## src/sv/slle_pkg.sv

```systemverilog
`timescale 1ns / 1ps

package slle_pkg;

    localparam int NODES      = 8;
    localparam int VALUE_BITS = 32;
    localparam int IDX_W      = $clog2(NODES);
    localparam int CNT_W      = $clog2(NODES + 1);
    localparam int POS_W      = 3;
    localparam int IN_W       = 32;
    localparam int IN_DATA_W  = ((POS_W + 2 * IN_W + 7) / 8) * 8;
    localparam int OUT_DATA_W = ((IDX_W + 7) / 8) * 8;

    typedef logic [IDX_W-1:0]      t_idx;
    typedef logic [VALUE_BITS-1:0] t_val;

    localparam t_idx FREE_START = t_idx'(2);
    localparam t_idx HEAD_SLOT  = t_idx'(1);
    localparam t_idx NIL_SLOT   = t_idx'(0);

    typedef enum logic [1:0] {
        ACT_INSERT  = 2'd0,
        ACT_DELETE  = 2'd1,
        ACT_FIND    = 2'd2,
        ACT_REPLACE = 2'd3
    } t_action;

    typedef enum logic [1:0] {
        ST_OK        = 2'd0,
        ST_NOT_FOUND = 2'd1,
        ST_FULL      = 2'd2,
        ST_BAD_POS   = 2'd3
    } t_status;

    typedef enum logic [3:0] {
        S_INIT,
        S_IDLE,
        S_INS_FH,
        S_INS_WALK,
        S_INS_LINK,
        S_SRCH,
        S_CMP,
        S_DEL_FREE,
        S_RESP
    } t_state;

    typedef struct packed {
        logic en;
        t_idx addr;
        t_idx data;
    } t_next_wr;

    typedef struct packed {
        logic en;
        t_idx addr;
        t_val data;
    } t_val_wr;

    // Reset contents of the link store: free chain 2..NODES-1, all else 0.
    function automatic t_idx init_next(input t_idx slot);
        t_idx r;
        r = NIL_SLOT;
        if (slot >= FREE_START && slot < t_idx'(NODES - 1)) begin
            r = slot + t_idx'(1);
        end
        return r;
    endfunction

    function automatic t_val widen(input logic signed [IN_W-1:0] x);
        return t_val'(x);
    endfunction

endpackage

```

## src/sv/slle_store.sv

```systemverilog
`timescale 1ns / 1ps

// Node store: link memory and value memory, one write and one read port each.
module slle_store (
    input  logic               i_clk,
    input  slle_pkg::t_idx     i_next_raddr,
    input  slle_pkg::t_next_wr i_next_wr,
    output slle_pkg::t_idx     o_next_rdata,
    input  slle_pkg::t_idx     i_val_raddr,
    input  slle_pkg::t_val_wr  i_val_wr,
    output slle_pkg::t_val     o_val_rdata
);

    slle_pkg::t_idx mem_next [slle_pkg::NODES];
    slle_pkg::t_val mem_val  [slle_pkg::NODES];

    always_ff @(posedge i_clk) begin
        if (i_next_wr.en) begin
            mem_next[i_next_wr.addr] <= i_next_wr.data;
        end
        o_next_rdata <= mem_next[i_next_raddr];
    end

    always_ff @(posedge i_clk) begin
        if (i_val_wr.en) begin
            mem_val[i_val_wr.addr] <= i_val_wr.data;
        end
        o_val_rdata <= mem_val[i_val_raddr];
    end

endmodule

```

## src/sv/slle_seq.sv

```systemverilog
`timescale 1ns / 1ps

// Sequencer: walks the chain through the store, commits edits, holds result.
module slle_seq (
    input  logic                 i_clk,
    input  logic                 i_rst_n,
    input  logic                 i_in_valid,
    output logic                 o_in_ready,
    input  slle_pkg::t_action    i_action,
    input  logic [2:0]           i_position,
    input  logic signed [31:0]   i_value,
    input  logic signed [31:0]   i_new_value,
    output logic                 o_out_valid,
    input  logic                 i_out_ready,
    output slle_pkg::t_status    o_status,
    output slle_pkg::t_idx       o_node_index,
    output slle_pkg::t_idx       o_next_raddr,
    output slle_pkg::t_next_wr   o_next_wr,
    input  slle_pkg::t_idx       i_next_rdata,
    output slle_pkg::t_idx       o_val_raddr,
    output slle_pkg::t_val_wr    o_val_wr,
    input  slle_pkg::t_val       i_val_rdata
);

    slle_pkg::t_state  r_state, n_state;
    slle_pkg::t_idx    r_init;
    slle_pkg::t_idx    r_fh;
    slle_pkg::t_idx    r_fnext;
    slle_pkg::t_idx    r_p;
    slle_pkg::t_idx    r_c;
    logic [2:0]        r_k;
    logic [2:0]        r_pos;
    logic [slle_pkg::CNT_W-1:0] r_steps;
    slle_pkg::t_action r_act;
    slle_pkg::t_val    r_val;
    slle_pkg::t_val    r_nval;
    slle_pkg::t_status r_res_status;
    slle_pkg::t_idx    r_res_idx;
    logic              r_out_valid;
    slle_pkg::t_status r_out_status;
    slle_pkg::t_idx    r_out_idx;

    logic accept;
    logic match;
    logic at_pos;
    logic walk_end;
    logic out_free;

    assign accept   = i_in_valid && o_in_ready;
    assign match    = (i_val_rdata == r_val);
    assign at_pos   = (r_k >= r_pos);
    assign walk_end = (i_next_rdata == slle_pkg::NIL_SLOT) ||
                      (r_steps >= slle_pkg::CNT_W'(slle_pkg::NODES - 1));
    assign out_free = !r_out_valid || i_out_ready;

    // next state
    always_comb begin
        n_state = r_state;
        unique case (r_state)
            slle_pkg::S_INIT: begin
                if (r_init == slle_pkg::t_idx'(slle_pkg::NODES - 1)) n_state = slle_pkg::S_IDLE;
            end
            slle_pkg::S_IDLE: begin
                if (accept) begin
                    if (i_action != slle_pkg::ACT_INSERT) n_state = slle_pkg::S_SRCH;
                    else if (r_fh == slle_pkg::NIL_SLOT) n_state = slle_pkg::S_RESP;
                    else n_state = slle_pkg::S_INS_FH;
                end
            end
            slle_pkg::S_INS_FH:   n_state = slle_pkg::S_INS_WALK;
            slle_pkg::S_INS_WALK: begin
                if (at_pos) n_state = slle_pkg::S_INS_LINK;
                else if (i_next_rdata == slle_pkg::NIL_SLOT) n_state = slle_pkg::S_RESP;
            end
            slle_pkg::S_INS_LINK: n_state = slle_pkg::S_RESP;
            slle_pkg::S_SRCH: begin
                if (i_next_rdata == slle_pkg::NIL_SLOT) n_state = slle_pkg::S_RESP;
                else n_state = slle_pkg::S_CMP;
            end
            slle_pkg::S_CMP: begin
                if (match) begin
                    if (r_act == slle_pkg::ACT_DELETE) n_state = slle_pkg::S_DEL_FREE;
                    else n_state = slle_pkg::S_RESP;
                end else if (walk_end) begin
                    n_state = slle_pkg::S_RESP;
                end
            end
            slle_pkg::S_DEL_FREE: n_state = slle_pkg::S_RESP;
            slle_pkg::S_RESP: begin
                if (out_free) n_state = slle_pkg::S_IDLE;
            end
            default: n_state = slle_pkg::S_INIT;
        endcase
    end

    // memory port control
    always_comb begin
        o_in_ready   = 1'b0;
        o_next_raddr = slle_pkg::HEAD_SLOT;
        o_val_raddr  = slle_pkg::NIL_SLOT;
        o_next_wr    = '0;
        o_val_wr     = '0;
        unique case (r_state)
            slle_pkg::S_INIT: begin
                o_next_wr = '{en: 1'b1, addr: r_init, data: slle_pkg::init_next(r_init)};
            end
            slle_pkg::S_IDLE: begin
                o_in_ready = 1'b1;
                if (i_action == slle_pkg::ACT_INSERT) o_next_raddr = r_fh;
            end
            slle_pkg::S_INS_FH: ;
            slle_pkg::S_INS_WALK: begin
                if (at_pos) begin
                    o_next_wr = '{en: 1'b1, addr: r_fh, data: i_next_rdata};
                    o_val_wr  = '{en: 1'b1, addr: r_fh, data: r_val};
                end else begin
                    o_next_raddr = i_next_rdata;
                end
            end
            slle_pkg::S_INS_LINK: begin
                o_next_wr = '{en: 1'b1, addr: r_p, data: r_fh};
            end
            slle_pkg::S_SRCH: begin
                o_next_raddr = i_next_rdata;
                o_val_raddr  = i_next_rdata;
            end
            slle_pkg::S_CMP: begin
                if (match) begin
                    if (r_act == slle_pkg::ACT_DELETE) begin
                        o_next_wr = '{en: 1'b1, addr: r_p, data: i_next_rdata};
                    end else if (r_act == slle_pkg::ACT_REPLACE) begin
                        o_val_wr = '{en: 1'b1, addr: r_c, data: r_nval};
                    end
                end else begin
                    o_next_raddr = i_next_rdata;
                    o_val_raddr  = i_next_rdata;
                end
            end
            slle_pkg::S_DEL_FREE: begin
                o_next_wr = '{en: 1'b1, addr: r_c, data: r_fh};
            end
            slle_pkg::S_RESP: ;
            default: ;
        endcase
    end

    // control registers
    always_ff @(posedge i_clk) begin
        if (!i_rst_n) begin
            r_state     <= slle_pkg::S_INIT;
            r_init      <= slle_pkg::NIL_SLOT;
            r_fh        <= slle_pkg::FREE_START;
            r_out_valid <= 1'b0;
        end else begin
            r_state <= n_state;
            if (r_state == slle_pkg::S_INIT) r_init <= r_init + slle_pkg::t_idx'(1);
            if (r_state == slle_pkg::S_INS_LINK) r_fh <= r_fnext;
            if (r_state == slle_pkg::S_DEL_FREE) r_fh <= r_c;
            if (r_state == slle_pkg::S_RESP && out_free) r_out_valid <= 1'b1;
            else if (i_out_ready) r_out_valid <= 1'b0;
        end
    end

    // walk and result registers
    always_ff @(posedge i_clk) begin
        unique case (r_state)
            slle_pkg::S_IDLE: begin
                if (accept) begin
                    r_act   <= i_action;
                    r_pos   <= i_position;
                    r_val   <= slle_pkg::widen(i_value);
                    r_nval  <= slle_pkg::widen(i_new_value);
                    r_p     <= slle_pkg::HEAD_SLOT;
                    r_k     <= 3'd1;
                    r_steps <= '0;
                    r_res_status <= slle_pkg::ST_FULL;
                    r_res_idx    <= slle_pkg::NIL_SLOT;
                end
            end
            slle_pkg::S_INS_FH: r_fnext <= i_next_rdata;
            slle_pkg::S_INS_WALK: begin
                if (!at_pos) begin
                    r_p <= i_next_rdata;
                    r_k <= r_k + 3'd1;
                    if (i_next_rdata == slle_pkg::NIL_SLOT) begin
                        r_res_status <= slle_pkg::ST_BAD_POS;
                        r_res_idx    <= slle_pkg::NIL_SLOT;
                    end
                end
            end
            slle_pkg::S_INS_LINK: begin
                r_res_status <= slle_pkg::ST_OK;
                r_res_idx    <= r_fh;
            end
            slle_pkg::S_SRCH: begin
                r_c          <= i_next_rdata;
                r_res_status <= slle_pkg::ST_NOT_FOUND;
                r_res_idx    <= slle_pkg::NIL_SLOT;
            end
            slle_pkg::S_CMP: begin
                if (match) begin
                    r_res_status <= slle_pkg::ST_OK;
                    r_res_idx    <= r_c;
                end else begin
                    r_p     <= r_c;
                    r_c     <= i_next_rdata;
                    r_steps <= r_steps + slle_pkg::CNT_W'(1);
                end
            end
            slle_pkg::S_RESP: begin
                if (out_free) begin
                    r_out_status <= r_res_status;
                    r_out_idx    <= r_res_idx;
                end
            end
            default: ;
        endcase
    end

    assign o_out_valid  = r_out_valid;
    assign o_status     = r_out_status;
    assign o_node_index = r_out_idx;

endmodule

```

## src/sv/static_linked_list_engine.sv

```systemverilog
`timescale 1ns / 1ps

// Static linked list engine.
// A singly linked list of NODES slots lives in two synchronous memories
// (link and value). Slot 1 is the list head sentinel, slot 0 is "none".
// Input channel (s_axis): one transfer is one command; tuser carries the
// action (insert, delete, find, replace), tdata the position and operands.
// Output channel (m_axis): exactly one transfer per command, carrying the
// status in tuser and the slot touched in tdata (0 unless status is ok).
// Commands are worked one at a time; each is a walk over the link memory,
// one element per cycle since the next link read address comes straight
// from the previous read data. An insert walks to its position (position 0
// counts as 1), or to the list end for a bad position; find, replace and
// delete walk to the first match or the list end, and delete then adds a
// step that returns the slot to the free chain. A full store goes straight
// to the result.
// Reset: after i_rst_n rises the link memory is swept once, slot by slot,
// to build the free chain, while s_axis_tready stays low.
// Output stall: a finished result waits in the output register; the block
// takes and works the next command meanwhile and stalls only when that
// second result is ready before the first was taken.
module static_linked_list_engine (
    input  logic        i_clk,
    input  logic        i_rst_n,
    input  logic        s_axis_tvalid,
    output logic        s_axis_tready,
    // [2:0] position, [34:3] value, [66:35] new_value, rest zero
    input  logic [slle_pkg::IN_DATA_W-1:0] s_axis_tdata,
    // [1:0] action
    input  logic [1:0]  s_axis_tuser,
    output logic        m_axis_tvalid,
    input  logic        m_axis_tready,
    // [2:0] node_index, rest zero
    output logic [slle_pkg::OUT_DATA_W-1:0] m_axis_tdata,
    // [1:0] status
    output logic [1:0]  m_axis_tuser
);

    slle_pkg::t_idx     next_raddr, next_rdata, val_raddr, node_index;
    slle_pkg::t_next_wr next_wr;
    slle_pkg::t_val_wr  val_wr;
    slle_pkg::t_val     val_rdata;
    slle_pkg::t_status  status;

    slle_store u_store (
        .i_clk        (i_clk),
        .i_next_raddr (next_raddr),
        .i_next_wr    (next_wr),
        .o_next_rdata (next_rdata),
        .i_val_raddr  (val_raddr),
        .i_val_wr     (val_wr),
        .o_val_rdata  (val_rdata)
    );

    slle_seq u_seq (
        .i_clk        (i_clk),
        .i_rst_n      (i_rst_n),
        .i_in_valid   (s_axis_tvalid),
        .o_in_ready   (s_axis_tready),
        .i_action     (slle_pkg::t_action'(s_axis_tuser)),
        .i_position   (s_axis_tdata[2:0]),
        .i_value      (s_axis_tdata[34:3]),
        .i_new_value  (s_axis_tdata[66:35]),
        .o_out_valid  (m_axis_tvalid),
        .i_out_ready  (m_axis_tready),
        .o_status     (status),
        .o_node_index (node_index),
        .o_next_raddr (next_raddr),
        .o_next_wr    (next_wr),
        .i_next_rdata (next_rdata),
        .o_val_raddr  (val_raddr),
        .o_val_wr     (val_wr),
        .i_val_rdata  (val_rdata)
    );

    assign m_axis_tuser = status;
    assign m_axis_tdata = slle_pkg::OUT_DATA_W'(node_index);

endmodule

```

## config.mk

```make
export PLATFORM = sky130hd
export DESIGN_NAME = static_linked_list_engine
export DESIGN_NICKNAME = d
export VERILOG_FILES = /design/src/sv/slle_pkg.sv /design/src/sv/slle_store.sv /design/src/sv/slle_seq.sv /design/src/sv/static_linked_list_engine.sv
export SDC_FILE = /design/constraint.sdc
export NUM_CORES = 1
export LEC_CHECK = 0
export BUFFER_PORTS_ARGS = -buffer_cell sky130_fd_sc_hd__buf_4
export CORE_MARGIN = 4
export CORE_UTILIZATION = 65
export DETAILED_ROUTE_END_ITERATION = 6
export GPL_TIMING_DRIVEN = 0
export HOLD_SLACK_MARGIN = 0.15
export PLACE_DENSITY = 0.84
export REMOVE_ABC_BUFFERS = 1
export SLEW_MARGIN = 20
export SYNTH_ARGS = -nofsm -noshare
export SYNTH_HDL_FRONTEND = slang
export SYNTH_SLANG_ARGS = --single-unit
```

## constraint.sdc

```tcl
create_clock -name i_clk -period 12.4 [get_ports i_clk]
set_clock_uncertainty 0.1 [all_clocks]
set_input_delay 0.62 -clock i_clk [delete_from_list [all_inputs] [get_ports i_clk]]
set_output_delay 0.62 -clock i_clk [all_outputs]
set_load 0.02 [all_outputs]
```

==> Word-level counts from Yosys, hierarchy flattened <==
Memories as Yosys holds them, arrays and structs flattened. A register that Yosys moved wholly into a read port is not among the register bits.
Index checks and enable logic that the tools add are counted.
{ "op_classes": {"add_sub_neg": 3, "multipliers": 0, "div_mod_pow": 0, "n_lt_le_gt_ge": 4, "eq_ne": 21, "n_shift": 0, "muxes": 58, "n_bitwise": 0, "n_reduce_logical": 27} }
{ "op_table": {"columns": ["op", "n"], "rows": [
  ["$mux 36", 4],
  ["$pmux 36 s2", 1],
  ["$mux 4", 13],
  ["$mux 3", 16],
  ["$pmux 7 s5", 1],
  ["$eq 32x32->1", 1],
  ["$pmux 4 s8", 1],
  ["$mux 7", 3],
  ["$pmux 3 s2", 3],
  ["$eq 4x3->1 const B", 4],
  ["$pmux 3 s5", 1],
  ["$pmux 3 s4", 1],
  ["$reduce_bool 2->1", 6],
  ["$ne 2x1->1 const B", 5],
  ["$pmux 2 s5", 1],
  ["$reduce_and 5->1", 2],
  ["$pmux 3 s3", 1],
  ["$eq 4x2->1 const B", 2],
  ["$mux 2", 4],
  ["$pmux 4 s2", 1],
  ["$mux 1", 7],
  ["$add 3x1->3 const B", 2],
  ["$logic_not 3->1", 2],
  ["$ne 3x1->1 const B", 2],
  ["22 further kinds", 29]
]} }
{ "word_totals": {"reg_bits": 106, "latchBits": 0, "ramBits": 280, "romBits": 0, "inputBits": 78, "output_inout_bits": 12, "wordCells": 132, "n_memories": 2} }
{ "mem_list": {"columns": ["name", "depth", "width", "rd", "rd_ports_with_merged_regs", "wr", "line", "source"], "rows": [
  ["u_store.mem_val", 8, 32, 1, 1, 1, "slle_store.sv:15", "slle_pkg::t_val mem_val [slle_pkg::NODES];"],
  ["u_store.mem_next", 8, 3, 1, 1, 1, "slle_store.sv:14", "slle_pkg::t_idx mem_next [slle_pkg::NODES];"]
]} }

==> Longest topological paths before layout <==
Gate-level depths: netlist of run 1.
{ "logic_depth": {"ltp_word": 7, "depth_mapped": 11, "depth_no_buf": 9} }

==> Modules after synthesis <==
Synthesis of run 1 repeated with hierarchy kept, for this count alone.
{ "hier_totals": {"cells_unflattened": 864, "area_unflattened_um2": 16543.4} }
{ "modules_own_cells": {"columns": ["module", "n_inst", "cells_per_inst", "area_per_inst_um2", "seq_area_each_um2"], "rows": [
  ["slle_store", 1, 465, 11479.8, 9108.7],
  ["slle_seq", 1, 393, 5022.3, 3072.9],
  ["static_linked_list_engine", 1, 6, 41.3, 0.0]
]} }

==> Worst setup path after synthesis of run 1 <==
Ideal clock, no wire load.
{ "synth_timing": {"path_kind": "register -> register", "start": "register u_seq.r_val[31]", "end": "memory u_store.mem_val[0][0] in the netlist's numbering (enable)", "setup_ns": 0.502, "t_arrival_ns": 4.924, "slack_ns": 6.874, "stages_incl_launch_ff": 9, "path_buffers": 2, "period_less_slack_ns": 5.526, "cell_sequence": "edfxtp_1 xor2_1 nor4_1 nand4_1 buf_2 nor4_4 buf_4 nor2_1 nor4_1"} }
{ "synth_via": {"elab_chain_len": 5} }
{ "synth_rtl": {"columns": ["element", "line", "source"], "rows": [
  ["start, declared", "slle_seq.sv:35", "slle_pkg::t_val r_val;"],
  ["start signal, assigned", "slle_seq.sv:171", "r_val <= slle_pkg::widen(i_value);"],
  ["$eq 32x32->1 (*)", "slle_seq.sv:50", "assign match = (i_val_rdata == r_val);"],
  ["$mux 36 (*)", "slle_seq.sv:128", "if (match) begin"],
  ["$pmux 36 s2 (*)", "slle_seq.sv:103", "unique case (r_state)"],
  ["$mux 1", "slle_store.sv:25", "if (i_val_wr.en) begin"],
  ["$mux 1 (implied by the code)", "slle_store.sv:26", "mem_val[i_val_wr.addr] <= i_val_wr.data;"],
  ["end, declared", "slle_store.sv:15", null]
]} }
Every way passes the cells marked *; elsewhere a longest branch is shown, timed or not.

==> Worst setup path after layout of run 1 <==
{ "layout_timing": {"start": "register u_seq.r_val[22]", "end": "memory u_store.mem_val[0][13] in the netlist's numbering (enable)"} }
The elaborated chain is that of the path after synthesis.

==> results of run 1 <==
==> cells in the final DEF (no fill, tap or decap), types with 5 or more instances in the layout <==
cell,instances
edfxtp_1,375
buf_4,84
nand2_1,70
dlygate4sd3_1,61
clkbuf_16,44
dfxtp_1,43
o21ai_0,42
a221oi_1,40
nor2b_1,37
a22o_1,35
xor2_1,33
a2bb2oi_1,33
mux4_2,32
mux2_2,32
nor2_1,26
nand3_1,17
inv_1,16
and2_1,15
a21oi_1,11
nand4_1,11
nor3_1,10
a2111oi_0,10
nor4_1,9
clkinv_2,9
nor2_4,8
mux2i_1,8
a21boi_0,8
o2111ai_1,8
clkbuf_1,8
buf_12,8
ha_1,7
buf_16,7
clkinv_1,6
nand2b_1,6
o211ai_1,6
or2_2,5
o21a_1,5
conb_1,5
clkinvlp_4,5
==> routing by layer <==
metal | track usage, % | part of all wire (%) | routed length (um)
met3 | 5.199 | 9.5 | 4212
met4 | 11.15 | 3.6 | 1605
met1 | 39.95 | 36 | 16000
met5 | 0 | 0 | 0
met2 | 50.57 | 51 | 22510
==> through the flow <==
stage	worst slack [ns]	area, um2
after floorplan	6.002	16880
after global placement	0.9573	17890
after detailed placement	7.491	18480
after CTS	7.297	20420
after global routing	6.968	20510
final	7.079	20510
==> final cells by class <==
| class | instances | area share (%) |
|---|---|---|
| well taps | 335 | 2.043 |
| flip-flops and latches | 421 | 59.44 |
| clock inverters | 26 | 1.244 |
| multi-input cells | 587 | 23.04 |
| inverters | 18 | 0.3416 |
| clock buffers | 54 | 5.648 |
| repair buffers | 170 | 8.235 |
==> cells by family after synthesis <==
group | synth area share [%]
other | 0.02180
DFF | 70.80
adders and majority gates | 0.5090
AOI/OAI and AO/OA | 10.57
and+or+nand+nor | 7.069
buffers and inverters | 2.393
xor gates and xnor gates | 1.883
muxes | 6.749
==> state kept, by name, summed over array words and instances (netlist names), 4 cells and up <==
name	cells
u_store.mem_val	256
u_seq.r_nval	32
u_seq.r_val	32
u_store.o_val_rdata	32
u_store.mem_next	24
u_seq.r_state	4
u_seq.r_steps	4
==> worst min path at each step <==
stage / to / slack, ns / depth (start not counted)
2_1_floorplan: u_seq.o_node_index[0] / 0.30 / 0
3_3_place_gp: u_seq.o_status[0] / 0.30 / 0
3_5_place_dp: u_seq.o_node_index[1] / 0.30 / 0
4_1_cts: u_seq.r_val[29] / 0.15 / 1
5_1_grt: u_seq.r_nval[1] / 0.15 / 1
6_report: u_seq.r_nval[1] / 0.16 / 1
==> power by group <==
part / total, mW / switching (mW) / internal (mW)
clock: 1.30 / 0.551 / 0.751
sequential: 1.57 / 0.0267 / 1.54
combinational: 0.172 / 0.0836 / 0.0887
==> metrics.yaml, run 1 <==
vias: 11080
worst_pin_slew_ns: 1.104
finalPower_mw: 3.041
hold_viol: 0
rr_startpoint: "u_seq.r_val[22]"
drive_gt1_share_pct: 21.00
hold_buffers: 52
hold_start: "s_axis_tdata[36]"
drv_cap: 0
fin_util_pct: 78.72
synth-main-ff-cell: "edfxtp_1"
ys_warn_count: 0
synth-edff-count: 375
overflow: 0
cp.required_ns: 12.53
crit_path_cell_trace: "xor2_1 > nor4_1 > nand4_1 > nor4_4 > buf_4 > nor2_1 > nor4_2 > buf_2 > buf_4 > buf_2"
synth_seq_cells: 421
routabilityCongestion: 0.8690
fp.dieW_um: 170.7
synth_cells: 1096
clockRootBuffer: "clkbuf_16"
final_nets: 1326
drt_iter0_drc: 1654
tns_ns: 0
multi_input_area_um2: 4727
synthDistinctLibCells: 67
antenna_found_initial: 0
reg2reg_to: "u_store.mem_val[0][13]"
fmax_mhz: 187.9
slew_headroom_pct: 25.85
drt-total-wl_mm: 44.33
grt_pass1_vias: 11240
path_max_fanout: 13
status: "complete, no violations"
clk_latency_ns: 0.55
detail_route.wl_per_cell_um: 27.52
synth_top_area_cell: "edfxtp_1"
rr_worst_depth: 10
min_period_ns: 5.321
post-route-drc-count: 0
startpoint: "u_seq.r_val[22]"
start_kind: "flip-flop"
synth_top_cells_by_count: "375 x edfxtp_1, 70 x nand2_1, 46 x dfxtp_1"
post_cts_buffers: 0
cts_resized: 0
dr.pass1.iters: 7
dpl.hpwl_mm: 23.90
end_kind: "flip-flop"
irDropWorstVdd_mv: 0.1188
htreeDepth: 2
yosysMostFrequentCell: "edfxtp_1"
cp_slowest_cell: "nand4_1"
critPathTopFamily: "simple AND/OR/NAND/NOR gates"
initial_core_util_pct: 66.02
rsz0062_at_grt: "false"
arrival_ns: 5.46
p_per_area_nw_per_um2: 148.2
cts_buffers: 43
grtUsageTotal_pct: 30.04
crit_end: "u_store.mem_val[0][13]"
regArea_um2: 12190
path_buf_inv: 4
clock_path_buffers: 3
synth.avg_cell_area_um2: 15.70
core_area_um2: 26060
cts_tree: "done"
grt_start_max_net_pins: 52
stdcell_count: 1611
placed_cells: 1470
vias_per_cell: 6.878
synth_area_leaders: "edfxtp_1 65%, dfxtp_1 5.4%, mux4_2 4.2%, mux2_2 2.1%, a221oi_1 2.0%"
whs_ns: 0.1608
die-area_um2: 29140
row_count: 59
yosysSeqAreaShare_pct: 70.80
period_share_pct: 42.91
num-fill-cells: 1307
syn_area_um2: 17210
ios: 90
reg2reg_slack_ns: 7.08
worstSetupPathType: "flip-flop to flip-flop"
antenna_cells: 0
grt_first_pass_wirelength_mm: 66.55
cp.depth: 10
cpPeakStageDelay_ns: 0.91
clkSinkCount: 421
detail-route-antenna-nets: 0
p_leak_nw: 6.485
hp-class: "input port to flip-flop"
clkSlewWorstSetupHoldPaths_ns: 0.06
setup-violations-final: 0
synth_top_area_share_pct: 65.45
areaGrowthSynthToFinish_pct: 19.22
fp.dieH_um: 170.7
synthArstFlopShare_pct: 0
slew_violations: 0
portBuffers: 79
(Power assumes the default switching activity.)
==> run 2, diff against run 1 <==
CORE_UTILIZATION = 55   (was 65)
PLACE_DENSITY = 0.76   (was 0.84)
clock period = 4.6 ns   (was 12.4 ns; I/O delays follow)
==> metrics.yaml, run 2 (synthesis gave the netlist of run 1 again) <==
status: "complete, no violations"
ios: 90
routabilityCongestion: 0.8811
hp-class: "input port to flip-flop"
drt_iter0_drc: 1034
combPwrFrac_pct: 5.8
final_common_cell: "edfxtp_1"
cts_buffers: 42
p_clk_share_pct: 43.0
clk_latency_ns: 0.54
vias_per_cell: 6.160
htreeDepth: 2
p_leak_nw: 6.589
cp.required_ns: 4.74
dpl_cell_area_um2: 18590
fp.dieH_um: 184.9
drv_cap: 0
seq_power_share_pct: 51.3
worstSetupPathType: "flip-flop to flip-flop"
die-area_um2: 34180
cts_tree: "done"
whs_ns: 0.2992
grt_first_pass_wirelength_mm: 59.57
grtUsageTotal_pct: 22.62
start_kind: "flip-flop"
hold_viol: 0
row_count: 64
wl_met3_mm: 2.817
initial_core_util_pct: 55.95
dr.pass1.iters: 5
p_int_mw: 6.494
dpl.hpwl_mm: 23.52
grt_start_max_net_pins: 48
wl_met2_mm: 19.02
grt_pass1_vias: 10590
drive_gt1_share_pct: 21.51
period_share_pct: 93.72
end_kind: "flip-flop"
clkSinkCount: 421
largest-register: "u_store.mem_val"
fin_area_um2: 20810
final_nets: 1341
path_max_fanout: 11
top_layer: "met4"
detail-route-antenna-nets: 0
detail_route.wl_per_cell_um: 23.00
dp_slack_ns: -1.255
portBuffers: 79
overflow: 0
post-route-drc-count: 0
p_per_area_nw_per_um2: 394.2
largest_reg_flops: 256
power_switching_share_pct: 20.85
rsz0062_at_grt: "false"
worst_slack_ns: 0.2890
min_period_ns: 4.311
arrival_ns: 4.45
drt-total-wl_mm: 38.73
setup-violations-final: 0
worst_pin_slew_ns: 0.8889
slew_violations: 0
core_area_um2: 30750
areaGrowthSynthToFinish_pct: 20.96
clockRootBuffer: "clkbuf_16"
wl_met1_mm: 16.02
fp.dieW_um: 184.9
layout_common_cells: "375 x edfxtp_1, 84 x buf_4, 72 x dlygate4sd3_1"
netSwitchingPower_mw: 1.710
slew_headroom_pct: 40.11
fmax_mhz: 232.0
fin_util_pct: 67.68
antenna_found_initial: 0
clock_path_buffers: 3
stdcell_count: 1684
clkSlewWorstSetupHoldPaths_ns: 0.06
placed_cells: 1531
antenna_cells: 0
vias: 10370
finalPower_mw: 8.204
irDropWorstVdd_mv: 0.4900
tns_ns: 0
[run 2: cell types whose count changed in the layout (fill, tap and decap cells not counted), moves of 2 or more]
cell           before  now
clkbuf_16          44   42
nor4_2              2    5
nor4_1              9    6
clkbuf_1            8    2
buf_6               4    6
buf_2               4    6
clkinv_1            6   10
clkinvlp_4          5    3
dlygate4sd3_1      61   72
bufinv_16           4    7
[run 2: power by group through the flow]
stage / registers (mW) / clock network (mW) / logic (mW)
finish: 4.21 / 3.53 / 0.472
global placement: 4.36 / 0 / 0.316
CTS: 4.21 / 3.56 / 0.473
global route: 4.21 / 3.74 / 0.507
floorplan: 4.30 / 0 / 0.214
detailed placement: 4.29 / 0 / 0.423
[run 2: final timing paths]
path	start	end	slack (ns)	cells after the start
max	u_seq.r_val[21]	u_store.mem_val[0][13]	0.29	12
min	s_axis_tdata[37]	u_seq.r_nval[2]	0.30	2
min reg2reg	u_seq.r_res_status[1]	u_seq.o_status[1]	0.32	0
max reg2reg	u_seq.r_val[21]	u_store.mem_val[0][13]	0.29	12
[run 2: critical path, stage by stage (launching register included)]
cell	delay [ns]
edfxtp_1	0.41
xor2_1	0.18
nor4_1	0.70
nand4_1	0.17
buf_4	0.21
nor4_4	0.30
buf_6	0.22
buf_8	0.17
nor2_1	0.09
nor4_2	0.61
buf_2	0.34
buf_2	0.25
buf_2	0.23
[run 2: timing repair]
| item | CTS | global route |
|---|---|---|
| endpoints found under the hold margin | 83 | 0 |
| pin swaps | 3 | 0 |
| hold buffers | 72 | 0 |
| gates resized for setup | 2 | 3 |
| setup endpoints to repair | 268 | 5 |
| buffers inserted | 5 | 0 |
[run 2: layer usage]
| layer | up-vias | global-route usage [%] |
|---|---|---|
| li1 | 4664 | - |
| met1 | 5186 | 31.74 |
| met2 | 455 | 37.51 |
| met3 | 69 | 3.339 |
| met4 | 0 | 6.342 |
| met5 | - | 0 |
[run 2: final cells by class]
cell class | count | area (um2)
Clock buffer | 45 | 1072
Multi-Input combinational cell | 587 | 4756
Sequential cell | 421 | 12190
Clock inverter | 31 | 359.1
Fill cell | 1991 | 9938
Tap cell | 396 | 495.5
Timing Repair Buffer | 186 | 1864
Inverter | 18 | 70.07
